<file path="src/design/uasp_pkg.sv">
package uasp_pkg;

   // Fixed-point constants (signed Q9.16)
   localparam int VAL_W      = 24;
   localparam int ACC_W      = 26;
   localparam int IDX_W      = 4;
   localparam int CNT_W      = 8;
   localparam int MODE_W     = 2;
   localparam int CSR_IDX_W  = 3;
   localparam int CSR_DATA_W = 24;

   localparam int DEF_MAX_STEPS    = 128;
   localparam int DEF_NUM_JOINTS   = 6;
   localparam int DEF_CORDIC_ITERS = 16;

   localparam logic signed [ACC_W-1:0] Q_PI        = 26'sd205887;
   localparam logic signed [ACC_W-1:0] Q_HALF_PI   = 26'sd102944;
   localparam logic signed [ACC_W-1:0] Q_TWO_PI    = 26'sd411775;
   localparam logic signed [ACC_W-1:0] CORDIC_GAIN = 26'sd39797;
   localparam logic signed [ACC_W-1:0] V_MAX       = 26'sd8388607;
   localparam logic signed [ACC_W-1:0] V_MIN       = -26'sd8388608;

   // Input modes
   localparam logic [MODE_W-1:0] MODE_LOAD_STATE = 2'd0;
   localparam logic [MODE_W-1:0] MODE_LOAD_CTRL  = 2'd1;
   localparam logic [MODE_W-1:0] MODE_RUN        = 2'd2;

   // Register indexes
   localparam logic [CSR_IDX_W-1:0] CSR_TIME_STEP   = 3'd0;
   localparam logic [CSR_IDX_W-1:0] CSR_X_LOW       = 3'd1;
   localparam logic [CSR_IDX_W-1:0] CSR_X_HIGH      = 3'd2;
   localparam logic [CSR_IDX_W-1:0] CSR_Y_LOW       = 3'd3;
   localparam logic [CSR_IDX_W-1:0] CSR_Y_HIGH      = 3'd4;
   localparam logic [CSR_IDX_W-1:0] CSR_JOINT_LIMIT = 3'd5;

   typedef struct packed {
      logic [MODE_W-1:0]       mode;
      logic [IDX_W-1:0]        elem_index;
      logic signed [VAL_W-1:0] elem_value;
      logic [CNT_W-1:0]        step_count;
   } req_type;

   typedef struct packed {
      logic [IDX_W-1:0]        out_index;
      logic signed [VAL_W-1:0] out_value;
      logic                    in_bounds;
      logic [CNT_W-1:0]        steps_done;
      logic                    last;
   } rsp_type;

   // Arctangent table, Q16, zero from iteration 17 on
   function automatic logic signed [ACC_W-1:0] atan_q(input logic [4:0] i);
      logic signed [ACC_W-1:0] r;
      case (i)
         5'd0:  r = 26'sd51472;
         5'd1:  r = 26'sd30386;
         5'd2:  r = 26'sd16055;
         5'd3:  r = 26'sd8150;
         5'd4:  r = 26'sd4091;
         5'd5:  r = 26'sd2047;
         5'd6:  r = 26'sd1024;
         5'd7:  r = 26'sd512;
         5'd8:  r = 26'sd256;
         5'd9:  r = 26'sd128;
         5'd10: r = 26'sd64;
         5'd11: r = 26'sd32;
         5'd12: r = 26'sd16;
         5'd13: r = 26'sd8;
         5'd14: r = 26'sd4;
         5'd15: r = 26'sd2;
         5'd16: r = 26'sd1;
         default: r = '0;
      endcase
      return r;
   endfunction

   // Saturate to the 24 bit signed range
   function automatic logic signed [VAL_W-1:0] sat24(input logic signed [ACC_W+1:0] v);
      logic signed [VAL_W-1:0] r;
      if (v > 28'sd8388607) r = 24'sh7FFFFF;
      else if (v < -28'sd8388608) r = 24'sh800000;
      else r = v[VAL_W-1:0];
      return r;
   endfunction

endpackage

</file>
<file path="src/design/unicycle_arm_state_propagator_unit.sv">
// Euler propagator for a unicycle base with an arm. Load items (mode 0 state,
// mode 1 control) give no result. A run item integrates step_count steps
// (clamped to MAX_STEPS) from the stored state, stopping early after a step
// that leaves the bounds. Each step updates the joints, the distance, sin
// and cos, x and y and the heading, then checks the bounds, using a single
// shared 26x26 multiplier and an iterative CORDIC for sin and cos.
// The run then emits 3+NUM_JOINTS results on rsp_valid in consecutive
// cycles, one cycle each; the receiver cannot stall them, so it must take
// every strobe. busy is high from the accepted run item until the last
// result is on the ports.
module unicycle_arm_state_propagator_unit
   import uasp_pkg::*;
#(
   parameter int MAX_STEPS    = DEF_MAX_STEPS,
   parameter int NUM_JOINTS   = DEF_NUM_JOINTS,
   parameter int CORDIC_ITERS = DEF_CORDIC_ITERS
) (
   input  logic                  clock,
   input  logic                  reset,
   input  logic                  start,
   output logic                  busy,
   input  req_type               req_data,
   output logic                  rsp_valid,
   output rsp_type               rsp_data,
   input  logic                  csr_we,
   input  logic [CSR_IDX_W-1:0]  csr_index,
   input  logic [CSR_DATA_W-1:0] csr_wdata
);

   localparam int NSTATE  = 3 + NUM_JOINTS;
   localparam int NCTRL   = 2 + NUM_JOINTS;
   localparam int SCNT_W  = $clog2(MAX_STEPS + 1);
   localparam int SIDX_W  = $clog2(NSTATE);
   localparam int CIDX_W  = $clog2(NCTRL);

   typedef enum logic [7:0] {
      ST_IDLE  = 8'b00000001,
      ST_JOINT = 8'b00000010,
      ST_SPEED = 8'b00000100,
      ST_TRIG  = 8'b00001000,
      ST_XY    = 8'b00010000,
      ST_HEAD  = 8'b00100000,
      ST_CHECK = 8'b01000000,
      ST_OUT   = 8'b10000000
   } state_type;

   // configuration registers
   logic [15:0]             time_step_ff;
   logic signed [VAL_W-1:0] x_low_ff, x_high_ff, y_low_ff, y_high_ff;
   logic [22:0]             joint_limit_ff;

   // stored vectors and working vector
   logic signed [VAL_W-1:0] pose_mem [NSTATE];
   logic signed [VAL_W-1:0] ctrl_mem [NCTRL];
   logic signed [VAL_W-1:0] v_ff [NSTATE];

   state_type               state_ff;
   logic [SCNT_W-1:0]       want_ff, done_ff;
   logic [SIDX_W-1:0]       k_ff;
   logic                    ok_ff;
   logic                    sub_ff;
   logic signed [VAL_W-1:0] d_ff;
   logic signed [ACC_W-1:0] sin_ff, cos_ff;

   // shared multiplier with a registered product
   logic signed [ACC_W-1:0]   mul_a, mul_b;
   logic signed [2*ACC_W-1:0] prod_ff;
   logic signed [ACC_W+1:0]   rnd;

   logic                    cdc_start, cdc_done;
   logic signed [ACC_W-1:0] cdc_sin, cdc_cos;

   logic                    accept;
   logic [SCNT_W-1:0]       want_clamped;
   logic                    viol;

   assign accept = start && !busy;
   assign busy   = (state_ff != ST_IDLE);
   assign want_clamped = (int'(req_data.step_count) > MAX_STEPS) ?
                         SCNT_W'(MAX_STEPS) : SCNT_W'(req_data.step_count);

   // rounded product of the previous cycle, (p + 2^15) >> 16
   assign rnd = 28'((prod_ff + 52'sd32768) >>> 16);

   // multiplier operand select
   always_comb begin
      mul_a = ACC_W'($signed({1'b0, time_step_ff}));
      mul_b = '0;
      case (state_ff)
         ST_JOINT: mul_b = ACC_W'(ctrl_mem[CIDX_W'(k_ff) + CIDX_W'(2)]);
         ST_SPEED: mul_b = ACC_W'(ctrl_mem[1]);
         ST_XY: begin
            mul_a = ACC_W'(d_ff);
            mul_b = sub_ff ? sin_ff : cos_ff;
         end
         ST_HEAD:  mul_b = ACC_W'(ctrl_mem[0]);
         default:  mul_b = '0;
      endcase
   end

   always_ff @(posedge clock) begin
      prod_ff <= mul_a * mul_b;
   end

   // bounds check over the working vector
   always_comb begin
      viol = 1'b0;
      if (v_ff[0] < x_low_ff || v_ff[0] > x_high_ff) viol = 1'b1;
      if (v_ff[1] < y_low_ff || v_ff[1] > y_high_ff) viol = 1'b1;
      if (ACC_W'(v_ff[2]) < -Q_PI || ACC_W'(v_ff[2]) > Q_PI) viol = 1'b1;
      for (int j = 0; j < NUM_JOINTS; j++) begin
         if (ACC_W'(v_ff[3+j]) < -ACC_W'($signed({1'b0, joint_limit_ff})) ||
             ACC_W'(v_ff[3+j]) >  ACC_W'($signed({1'b0, joint_limit_ff})))
            viol = 1'b1;
      end
   end

   assign cdc_start = (state_ff == ST_SPEED) && sub_ff;

   uasp_cordic #(.CORDIC_ITERS(CORDIC_ITERS)) u_cordic (
      .clock   (clock),
      .reset   (reset),
      .start   (cdc_start),
      .angle   (v_ff[2]),
      .done    (cdc_done),
      .sin_out (cdc_sin),
      .cos_out (cdc_cos)
   );

   // configuration writes
   always_ff @(posedge clock) begin
      if (reset) begin
         time_step_ff   <= 16'd655;
         x_low_ff       <= -24'sd5898240;
         x_high_ff      <= 24'sd6553600;
         y_low_ff       <= -24'sd6553600;
         y_high_ff      <= 24'sd5898240;
         joint_limit_ff <= 23'd3932160;
      end else if (csr_we) begin
         case (csr_index)
            CSR_TIME_STEP:   time_step_ff   <= csr_wdata[15:0];
            CSR_X_LOW:       x_low_ff       <= csr_wdata;
            CSR_X_HIGH:      x_high_ff      <= csr_wdata;
            CSR_Y_LOW:       y_low_ff       <= csr_wdata;
            CSR_Y_HIGH:      y_high_ff      <= csr_wdata;
            CSR_JOINT_LIMIT: joint_limit_ff <= csr_wdata[22:0];
            default: ;
         endcase
      end
   end

   // loads into the stored vectors
   always_ff @(posedge clock) begin
      if (accept && req_data.mode == MODE_LOAD_STATE && req_data.elem_index < IDX_W'(NSTATE))
         pose_mem[SIDX_W'(req_data.elem_index)] <= req_data.elem_value;
      if (accept && req_data.mode == MODE_LOAD_CTRL && req_data.elem_index < IDX_W'(NCTRL))
         ctrl_mem[CIDX_W'(req_data.elem_index)] <= req_data.elem_value;
   end

   // sequencer; sub_ff marks the multiply-issue (0) and write-back (1) half
   always_ff @(posedge clock) begin
      if (reset) begin
         state_ff  <= ST_IDLE;
         rsp_valid <= 1'b0;
      end else begin
         rsp_valid <= 1'b0;
         case (state_ff)
            ST_IDLE: begin
               if (accept && req_data.mode == MODE_RUN) begin
                  for (int k = 0; k < NSTATE; k++) v_ff[k] <= pose_mem[k];
                  want_ff  <= want_clamped;
                  done_ff  <= '0;
                  ok_ff    <= 1'b1;
                  k_ff     <= '0;
                  sub_ff   <= 1'b0;
                  state_ff <= (want_clamped == '0) ? ST_OUT : ST_JOINT;
               end
            end
            ST_JOINT: begin
               sub_ff <= !sub_ff;
               if (sub_ff) begin
                  v_ff[SIDX_W'(k_ff) + SIDX_W'(3)] <=
                     sat24(28'(v_ff[SIDX_W'(k_ff) + SIDX_W'(3)]) + rnd);
                  if (k_ff == SIDX_W'(NUM_JOINTS - 1)) begin
                     k_ff     <= '0;
                     state_ff <= ST_SPEED;
                  end else begin
                     k_ff <= k_ff + SIDX_W'(1);
                  end
               end
            end
            ST_SPEED: begin
               sub_ff <= !sub_ff;
               if (sub_ff) begin
                  d_ff     <= sat24(rnd);
                  state_ff <= ST_TRIG;
               end
            end
            ST_TRIG: begin
               if (cdc_done) begin
                  sin_ff   <= cdc_sin;
                  cos_ff   <= cdc_cos;
                  k_ff     <= '0;
                  state_ff <= ST_XY;
               end
            end
            ST_XY: begin
               // k_ff 0 issues cos, 1 writes x and issues sin, 2 writes y
               sub_ff <= (k_ff == SIDX_W'(0));
               if (k_ff == SIDX_W'(1)) v_ff[0] <= sat24(28'(v_ff[0]) + rnd);
               if (k_ff == SIDX_W'(2)) begin
                  v_ff[1]  <= sat24(28'(v_ff[1]) + rnd);
                  k_ff     <= '0;
                  sub_ff   <= 1'b0;
                  state_ff <= ST_HEAD;
               end else begin
                  k_ff <= k_ff + SIDX_W'(1);
               end
            end
            ST_HEAD: begin
               sub_ff <= !sub_ff;
               if (sub_ff) begin
                  v_ff[2]  <= sat24(28'(v_ff[2]) + rnd);
                  done_ff  <= done_ff + SCNT_W'(1);
                  state_ff <= ST_CHECK;
               end
            end
            ST_CHECK: begin
               sub_ff <= 1'b0;
               if (viol) begin
                  ok_ff    <= 1'b0;
                  state_ff <= ST_OUT;
               end else if (done_ff == want_ff) begin
                  state_ff <= ST_OUT;
               end else begin
                  state_ff <= ST_JOINT;
               end
            end
            ST_OUT: begin
               rsp_valid           <= 1'b1;
               rsp_data.out_index  <= IDX_W'(k_ff);
               rsp_data.out_value  <= v_ff[k_ff];
               rsp_data.in_bounds  <= ok_ff;
               rsp_data.steps_done <= CNT_W'(done_ff);
               rsp_data.last       <= (k_ff == SIDX_W'(NSTATE - 1));
               if (k_ff == SIDX_W'(NSTATE - 1)) begin
                  k_ff     <= '0;
                  state_ff <= ST_IDLE;
               end else begin
                  k_ff <= k_ff + SIDX_W'(1);
               end
            end
            default: state_ff <= ST_IDLE;
         endcase
      end
   end

   // results only come while a run is reporting
   assert property (@(posedge clock) disable iff (reset)
      rsp_valid |-> $past(state_ff == ST_OUT))
      else $error("result outside report phase");
   // the last result returns the block to idle
   assert property (@(posedge clock) disable iff (reset)
      (rsp_valid && rsp_data.last) |-> (state_ff == ST_IDLE))
      else $error("last result without idle");
   // step count never passes the request
   assert property (@(posedge clock) disable iff (reset)
      (state_ff == ST_CHECK) |-> (done_ff <= want_ff))
      else $error("steps overrun");
   // cordic only finishes while waiting on it
   assert property (@(posedge clock) disable iff (reset)
      cdc_done |-> (state_ff == ST_TRIG))
      else $error("unexpected cordic done");

endmodule

</file>
<file path="src/design/uasp_cordic.sv">
// Iterative CORDIC rotation: one iteration per cycle on a shared add/shift stage.
module uasp_cordic
   import uasp_pkg::*;
#(
   parameter int CORDIC_ITERS = DEF_CORDIC_ITERS
) (
   input  logic                    clock,
   input  logic                    reset,
   input  logic                    start,
   input  logic signed [VAL_W-1:0] angle,
   output logic                    done,
   output logic signed [ACC_W-1:0] sin_out,
   output logic signed [ACC_W-1:0] cos_out
);

   typedef enum logic [2:0] {
      CS_IDLE = 3'b001,
      CS_RED  = 3'b010,
      CS_ROT  = 3'b100
   } cstate_type;

   cstate_type              state_ff, state_in;
   logic [4:0]              iter_ff, iter_in;
   logic signed [ACC_W-1:0] x_ff, x_in, y_ff, y_in, z_ff, z_in;
   logic                    neg_ff, neg_in;
   logic                    done_ff, done_in;

   // Range reduction of a 24 bit heading: one 2*pi step per cycle
   logic signed [ACC_W-1:0] xs, ys;

   always_comb begin
      state_in = state_ff;
      iter_in  = iter_ff;
      x_in     = x_ff;
      y_in     = y_ff;
      z_in     = z_ff;
      neg_in   = neg_ff;
      done_in  = 1'b0;
      xs       = x_ff >>> iter_ff;
      ys       = y_ff >>> iter_ff;
      case (state_ff)
         CS_IDLE: begin
            if (start) begin
               z_in     = ACC_W'(angle);
               state_in = CS_RED;
            end
         end
         CS_RED: begin
            // step into (-pi, pi] then fold into [-pi/2, pi/2]
            if (z_ff > Q_PI) begin
               z_in = z_ff - Q_TWO_PI;
            end else if (z_ff <= -Q_PI) begin
               z_in = z_ff + Q_TWO_PI;
            end else begin
               neg_in = 1'b0;
               if (z_ff > Q_HALF_PI) begin
                  z_in   = z_ff - Q_PI;
                  neg_in = 1'b1;
               end else if (z_ff < -Q_HALF_PI) begin
                  z_in   = z_ff + Q_PI;
                  neg_in = 1'b1;
               end
               x_in     = CORDIC_GAIN;
               y_in     = '0;
               iter_in  = '0;
               state_in = CS_ROT;
            end
         end
         CS_ROT: begin
            if (!z_ff[ACC_W-1]) begin
               x_in = x_ff - ys;
               y_in = y_ff + xs;
               z_in = z_ff - atan_q(iter_ff);
            end else begin
               x_in = x_ff + ys;
               y_in = y_ff - xs;
               z_in = z_ff + atan_q(iter_ff);
            end
            iter_in = iter_ff + 5'd1;
            if (iter_ff == 5'(CORDIC_ITERS - 1)) begin
               done_in  = 1'b1;
               state_in = CS_IDLE;
            end
         end
         default: state_in = CS_IDLE;
      endcase
   end

   always_ff @(posedge clock) begin
      if (reset) begin
         state_ff <= CS_IDLE;
         done_ff  <= 1'b0;
      end else begin
         state_ff <= state_in;
         done_ff  <= done_in;
      end
      iter_ff <= iter_in;
      x_ff    <= x_in;
      y_ff    <= y_in;
      z_ff    <= z_in;
      neg_ff  <= neg_in;
   end

   assign done    = done_ff;
   assign cos_out = neg_ff ? -x_ff : x_ff;
   assign sin_out = neg_ff ? -y_ff : y_ff;

   // done is a single-cycle pulse
   assert property (@(posedge clock) disable iff (reset) done_ff |=> !done_ff)
      else $error("cordic done held");
   // rotation finishes through the last iteration only
   assert property (@(posedge clock) disable iff (reset)
      done_in |-> (state_ff == CS_ROT))
      else $error("cordic done outside rotation");
   // reduction always moves on toward rotation
   assert property (@(posedge clock) disable iff (reset)
      (state_ff == CS_RED) |=> (state_ff != CS_IDLE))
      else $error("cordic reduce sequence");

endmodule

</file>
<file path="config.mk">
export PLATFORM = sky130hd
export DESIGN_NAME = unicycle_arm_state_propagator_unit
export DESIGN_NICKNAME = d
export VERILOG_FILES = /design/src/design/uasp_pkg.sv /design/src/design/unicycle_arm_state_propagator_unit.sv /design/src/design/uasp_cordic.sv
export SDC_FILE = /design/constraint.sdc
export NUM_CORES = 2
export LEC_CHECK = 0
export ABC_AREA = 1
export BUFFER_PORTS_ARGS = -buffer_cell sky130_fd_sc_hd__buf_2
export CAP_MARGIN = 30
export CELL_PAD_IN_SITES_DETAIL_PLACEMENT = 2
export CELL_PAD_IN_SITES_GLOBAL_PLACEMENT = 2
export CORE_ASPECT_RATIO = 0.75
export CORE_UTILIZATION = 24
export DETAILED_ROUTE_END_ITERATION = 12
export GPL_ROUTABILITY_DRIVEN = 0
export PLACE_DENSITY = 0.58
export SETUP_SLACK_MARGIN = 0.1
export SLEW_MARGIN = 10
export SYNTH_ARGS = -nofsm -noshare
export SYNTH_HDL_FRONTEND = slang
export SYNTH_SLANG_ARGS = --single-unit
</file>
<file path="constraint.sdc">
create_clock -name clock -period 14.2 [get_ports clock]
set_input_delay 0.71 -clock clock [delete_from_list [all_inputs] [get_ports clock]]
set_output_delay 0.71 -clock clock [all_outputs]
set_load 0.05 [all_outputs]
</file>
Word-level counts from Yosys, hierarchy flattened
Memories as Yosys holds them, arrays and structs flattened. A register that Yosys moved wholly into a read port is not among the register bits.
Cells that the tools add are included.
{"block": "op_classes", "reduce_logical": 50, "shift": 2, "n_addsub": 23, "magnitude_cmp": 35, "mul": 1, "n_eq_ne": 39, "bitwise_logic": 7, "muxes": 125}
{"op": "24-bit two-way mux", "count": 25}
{"op": "26-bit two-way mux", "count": 20}
{"op": "24-bit greater-than comparator", "count": 8}
{"op": "24-bit by 26-bit < comparator with 1-bit output", "count": 6}
{"op": "28-bit by 24-bit greater-than comparator with 1-bit output (second input constant)", "count": 5}
{"op": "28-bit by 24-bit < comparator with 1-bit output (second input constant)", "count": 5}
{"op": "24-bit by 28-bit adder with 28-bit output", "count": 4}
{"op": "8-bit two-way mux", "count": 14}
{"op": "26-bit case mux with 2 select lines", "count": 2}
{"op": "26-bit case mux with 4 select lines", "count": 1}
{"op": "26-bit adder", "count": 3}
{"op": "26-bit case mux with 3 select lines", "count": 1}
{"op": "26-bit subtractor", "count": 3}
{"op": "8-bit case mux with 8 select lines", "count": 1}
{"op": "26-bit negation", "count": 2}
{"op": "26-bit by 5-bit >>> shifter with 26-bit output", "count": 2}
{"op": "24-bit < comparator", "count": 2}
{"op": "44-bit by 17-bit adder with 44-bit output (second input constant)", "count": 1}
{"op": "26-bit by 26-bit multiplier with 44-bit output", "count": 1}
{"op": "1-bit two-way mux", "count": 40}
{"op": "4-bit two-way mux", "count": 7}
{"op": "26-bit by 19-bit adder with 26-bit output (second input constant)", "count": 1}
{"op": "26-bit by 20-bit adder with 26-bit output (second input constant)", "count": 1}
{"op": "26-bit by 18-bit greater-than comparator with 1-bit output (second input constant)", "count": 1}
{"op": "67 further kinds", "count": 126}
{"block": "totals", "memories": 5, "output_inout_bits": 40, "ramBits": 624, "wordCells": 315, "mem_bits_ro": 1024, "input_bits": 69, "reg_bits": 388}
{"memory": "(no name shown)", "depth": 32, "width": 16, "read_ports": 1, "rd_ports_with_merged_regs": 1, "write_ports": 0, "line_no": "uasp_pkg.sv:54", "rtl": "case (i)"}
{"memory": "(no name shown)", "depth": 32, "width": 16, "read_ports": 1, "rd_ports_with_merged_regs": 1, "write_ports": 0, "line_no": "uasp_pkg.sv:54"}
{"memory": "pose_mem", "depth": 9, "width": 24, "read_ports": 9, "rd_ports_with_merged_regs": 0, "write_ports": 1, "line_no": "unicycle_arm_state_propagator_unit.sv:53", "rtl": "logic signed [VAL_W-1:0] pose_mem [NSTATE];"}
{"memory": "v_ff", "depth": 9, "width": 24, "read_ports": 11, "rd_ports_with_merged_regs": 1, "write_ports": 9, "line_no": "unicycle_arm_state_propagator_unit.sv:55", "rtl": "logic signed [VAL_W-1:0] v_ff [NSTATE];"}
{"memory": "ctrl_mem", "depth": 8, "width": 24, "read_ports": 3, "rd_ports_with_merged_regs": 0, "write_ports": 1, "line_no": "unicycle_arm_state_propagator_unit.sv:54", "rtl": "logic signed [VAL_W-1:0] ctrl_mem [NCTRL];"}

Depth between registers and ports, before layout
An unclocked memory read counts as a cell.
{"block": "depth", "depth_word": 14, "depth_mapped": 42, "depth_no_buf": 36}

Hierarchy
From an unflattened synthesis, not the netlist that was laid out.
{"block": "unflattened", "hier_cells": 12481, "area_unflattened_um2": 101078.2}
{"mod": "unicycle_arm_state_propagator_unit", "cells_each": 9626, "instances": 1, "area_each_um2": 84531.1, "seq_area_each_um2": 31330.0}
{"mod": "uasp_cordic", "cells_each": 2855, "instances": 1, "area_each_um2": 16547.1, "seq_area_each_um2": 2922.8}

Worst setup path after synthesis
OpenSTA, ideal clock, no wires.
{"block": "synth_timing", "path_kind": "flip-flop to flip-flop", "startpoint": "register k_ff[1]", "endpoint": "register prod_ff[43]", "setup_slack_ns": 5.191, "path_stages_with_launch": 37, "synth_period_minus_slack_ns": 9.009, "n_path_buf": 8, "t_arrival_ns": 8.896, "setup_ns": 0.112, "required_time_ns": 14.088, "path_cell_list": "edfxtp_1 > inv_1 > clkbuf_1 > clkbuf_1 > clkbuf_1 > clkbuf_1 > ha_1 > clkbuf_1 > inv_1 > clkbuf_1 > clkbuf_1 > o211ai_1 > nand2_1 > buf_2 > nand2_1 > fa_1 > inv_1 > fa_1 > fa_1 > fa_1 > inv_1 > fa_1 > inv_1 > fa_1 > inv_1 > fa_1 > inv_1 > ha_1 > nand2_1 > nor3_1 > inv_1 > nor2_1 > inv_1 > o221a_2 > nand2_1 > nand3b_1 > nand2_1"}
{"block": "synth_via", "elab_chain_cells": 4}
{"element": "start: declaration", "line_no": "unicycle_arm_state_propagator_unit.sv:59", "rtl": "logic [SIDX_W-1:0] k_ff;"}
{"element": "start signal: assignment", "line_no": "unicycle_arm_state_propagator_unit.sv:188", "rtl": "k_ff <= k_ff + SIDX_W'(1);"}
{"element": "start signal: assignment", "line_no": "unicycle_arm_state_propagator_unit.sv:217", "rtl": "k_ff <= k_ff + SIDX_W'(1);"}
{"element": "start signal: assignment", "line_no": "unicycle_arm_state_propagator_unit.sv:250", "rtl": "k_ff <= k_ff + SIDX_W'(1);"}
{"element": "3-bit by 2-bit adder with 3-bit output", "line_no": "unicycle_arm_state_propagator_unit.sv:90", "rtl": "ST_JOINT: mul_b = ACC_W'(ctrl_mem[CIDX_W'(k_ff) + CIDX_W'(2)]);"}
{"element": "memory 8 x 24 bit"}
{"element": "26-bit case mux with 4 select lines", "line_no": "unicycle_arm_state_propagator_unit.sv:89", "rtl": "case (state_ff)"}
{"element": "26-bit by 26-bit multiplier with 44-bit output", "line_no": "unicycle_arm_state_propagator_unit.sv:102", "rtl": "prod_ff <= mul_a * mul_b;"}
{"element": "end signal: assignment", "line_no": "unicycle_arm_state_propagator_unit.sv:102"}
{"element": "end: declaration", "line_no": "unicycle_arm_state_propagator_unit.sv:67", "rtl": "logic signed [2*ACC_W-1:0] prod_ff;"}
Every way passes these cells.
A chain may end at the register's enable or synchronous reset.

Final worst setup path
{"block": "layout_timing", "startpoint": "register k_ff[0]", "endpoint": "register prod_ff[43]"}
The elaborated chain is that of the path after synthesis.

==> metrics <==
status=completed; DP Wirelength=~410000 um; Worst setup EP type=flip-flop; Num CTS Buffers=about 160; Max Buffers Root-to-Sink=4; slowest stage delay, CP=about 0.90 ns; DRC viols=0; Clock Skew=approximately 0.077 ns; Cell Pwr Density=166 nW/um^2; max-cap viol count=0; worst skew pair latency=around 0.9 ns; f_max=0.102 GHz; mapped cell area=between 100000 and 150000 um^2; Worst R2R Start=k_ff[0]$_DFFE_PP_; Pre-antenna DRT Iters=5; Startpoint Class=flip-flop; initial antenna violation count=73; commonest non-fill, non-tap cell in the layout=nand2_1; Area Overhead vs Synth=13.1%; FILL cells=48200; most frequent cells in the layout=nand2_1 (2793), inv_1 (1704), nor2_1 (1043), edfxtp_1 (1012), o21ai_0 (900); Tcrit/Tclk final=0.690; drt via density=5.07; Die Area=between 400000 and 500000 um^2; Post-Synthesis Cells=around 12000; H-tree levels=4; Mean Syn Cell Area=8.20 um^2; number of global-route vias before repair=around 94000; crit path time final=between 9 and 10 ns; Worst path top cell family by delay=adder cells; fraction of layout cells with a size suffix above 1=0.0688; worst slew pin tran=between 1 and 1.5 ns; Reg2Reg Depth=31; Finished Cell Area=115000 um^2; wirelength, routed=roughly 530000 um; Vias=~92000; Post-CTS Setup Repair Bufs=0; peak supply drop=approximately 230 uV; largest net degree at the start of global routing=about 130; flop2flop setup slack=~4.4 ns; Core Box Area=about 420000 um^2; root buf cell=clkbuf_16; Site Rows=around 210; unrepaired setup endpoints after global routing=no; Crit. Startpoint=k_ff[0]$_DFFE_PP_; part of the Yosys area used for sequential elements=0.338; class of the most critical setup path=flip-flop to flip-flop; crit path to=prod_ff[43]$_DFF_P_; CP Depth=31; antenna violation net count after detailed routing=0; slew margin rel.=0.201; number of failing hold endpoints at the final stage=0; multi-input logic area=approximately 59000 um^2; crit path DAT=between 10 and 15 ns; initial DRC count=approximately 9000; Hold WS=~0.13 ns; Post-synth EDFFs=1012; cts repair resizes=0; non-filler cells, final=around 18000; Final Slew Violations=0; Ports=between 100 and 150; static leakage power=slightly below 0.05 uW; Syn Nets=between 10000 and 15000; Final Util=0.273; CP Buf/Inv Count=11; NumNets Final=13800; dpl cells=between 15000 and 20000; Sink Count=around 1200; Post-synth ARST share=0; CTS tree=done; Setup Viol. Count Final=0; global-route wire length before repair=around 730000 um; PortBufs=108; Die Wd=roughly 750 um; Synth warnings=0; Overflow after GRT=0; initial cell density of the core=0.241; routed length per placed instance=approximately 29 um; Cell variety after synth=a little over 80; DP Area=109000 um^2; GR Util All Layers=0.241; hold_buf cts=0; post-synthesis register bit count=1205; Hold Path Depth=1; slowest cell on the critical path=fa_1; Req. time, crit path=about 15 ns; CP max FO=~130; Worst R2R End=prod_ff[43]$_DFF_P_; Hold WC Path Type=primary input to flip-flop; storage element area=approximately 34000 um^2; Worst-path clk slew=roughly 0.060 ns; Die H=565 um; Top FF cell, synth=edfxtp_1; setup_tns=0 ns
==> metrics by stage <==
step / total power (uW) / worst slack, ns
after detailed placement: 14800 / 4.43
after CTS: 19000 / 4.46
after global placement: 14700 / 4.49
final: 19000 / 4.41
after floorplan: 10500 / 5.19
after global routing: 20000 / 3.87
==> state kept, by name, summed over array words and instances (netlist names), 26 cells and up, named ones only <==
signal and flops:
v_ff 384, pose_mem 216, ctrl_mem 192, rsp_data 38, prod_ff 29, cos_ff 26
sin_ff 26, u_cordic.x_ff 26, u_cordic.y_ff 26, u_cordic.z_ff 26
==> cell type report <==
type	instances	area share
Tap cell	5616	0.0614
Inverter	1764	0.0580
Multi-Input combinational cell	8907	0.511
Sequential cell	1205	0.299
Clock inverter	83	0.00660
Antenna cell	9	0.000197
Timing Repair Buffer	407	0.0265
Clock buffer	200	0.0372
==> worst min-delay path by stage <==
stage / to / slack [ns] / from
finish: want_ff[7]$_DFFE_PP_ / 0.13 / req_data[7]
global route: want_ff[7]$_DFFE_PP_ / 0.10 / req_data[7]
CTS: want_ff[7]$_DFFE_PP_ / 0.05 / req_data[7]
detailed placement: y_low_ff[11]$_SDFFE_PP0P_ / 0.45 / y_low_ff[11]$_SDFFE_PP0P_
global placement: y_low_ff[0]$_SDFFE_PP0P_ / 0.44 / y_low_ff[0]$_SDFFE_PP0P_
floorplan: rsp_data[9]$_DFFE_PP_ / 0.40 / ok_ff$_DFFE_PP_
==> logic make-up after synthesis <==
family	after synthesis	share of synthesized area
muxes	28	0.00277
and+or+nand+nor	4747	0.194
xor gates and xnor gates	352	0.0307
buffers and inverters	2241	0.0867
adders and majority gates	1329	0.209
AOI/OAI and AO/OA	2451	0.139
DFF	1205	0.338
==> where the power goes <==
part | total [uW] | internal, uW | switching (uW)
registers | 4600 | 4360 | 241
clock network | 4120 | 2320 | 1810
logic | 10300 | 2590 | 7700
total | 19000 | 9270 | 9740
==> per-layer routing <==
metal  part of all wire  wire (um)  vias up  GRT usage
li1                   -          -    41100          -
met1               0.49     259000    47800      0.368
met2               0.41     215000     2788      0.351
met3              0.077      40500      455     0.0457
met4              0.022      11500       10     0.0481
met5            0.00013         69        -          0
==> synth_stat cells, drive strengths merged, types with 24 or more instances <==
cell / number / share of area
a21o: 60 / 0.0044
a21oi: 885 / 0.044
a221oi: 34 / 0.0029
a31oi: 35 / 0.0022
buf: 198 / 0.011
clkbuf: 279 / 0.010
clkinv: 35 / 0.0013
dfxtp: 193 / 0.038
edfxtp: 1012 / 0.30
fa: 603 / 0.12
ha: 726 / 0.090
inv: 1729 / 0.064
mux2i: 28 / 0.0028
nand2: 2847 / 0.11
nand3: 448 / 0.023
nand3b: 56 / 0.0042
nand4: 84 / 0.0053
nor2: 1089 / 0.041
nor3: 129 / 0.0070
nor4: 52 / 0.0033
o211ai: 138 / 0.010
o21a: 40 / 0.0030
o21ai: 984 / 0.050
o21bai: 24 / 0.0018
o221ai: 95 / 0.0082
o22ai: 53 / 0.0033
or2: 27 / 0.0017
xnor2: 75 / 0.0065
xor2: 277 / 0.024
Power figures use the tool's default switching activity.
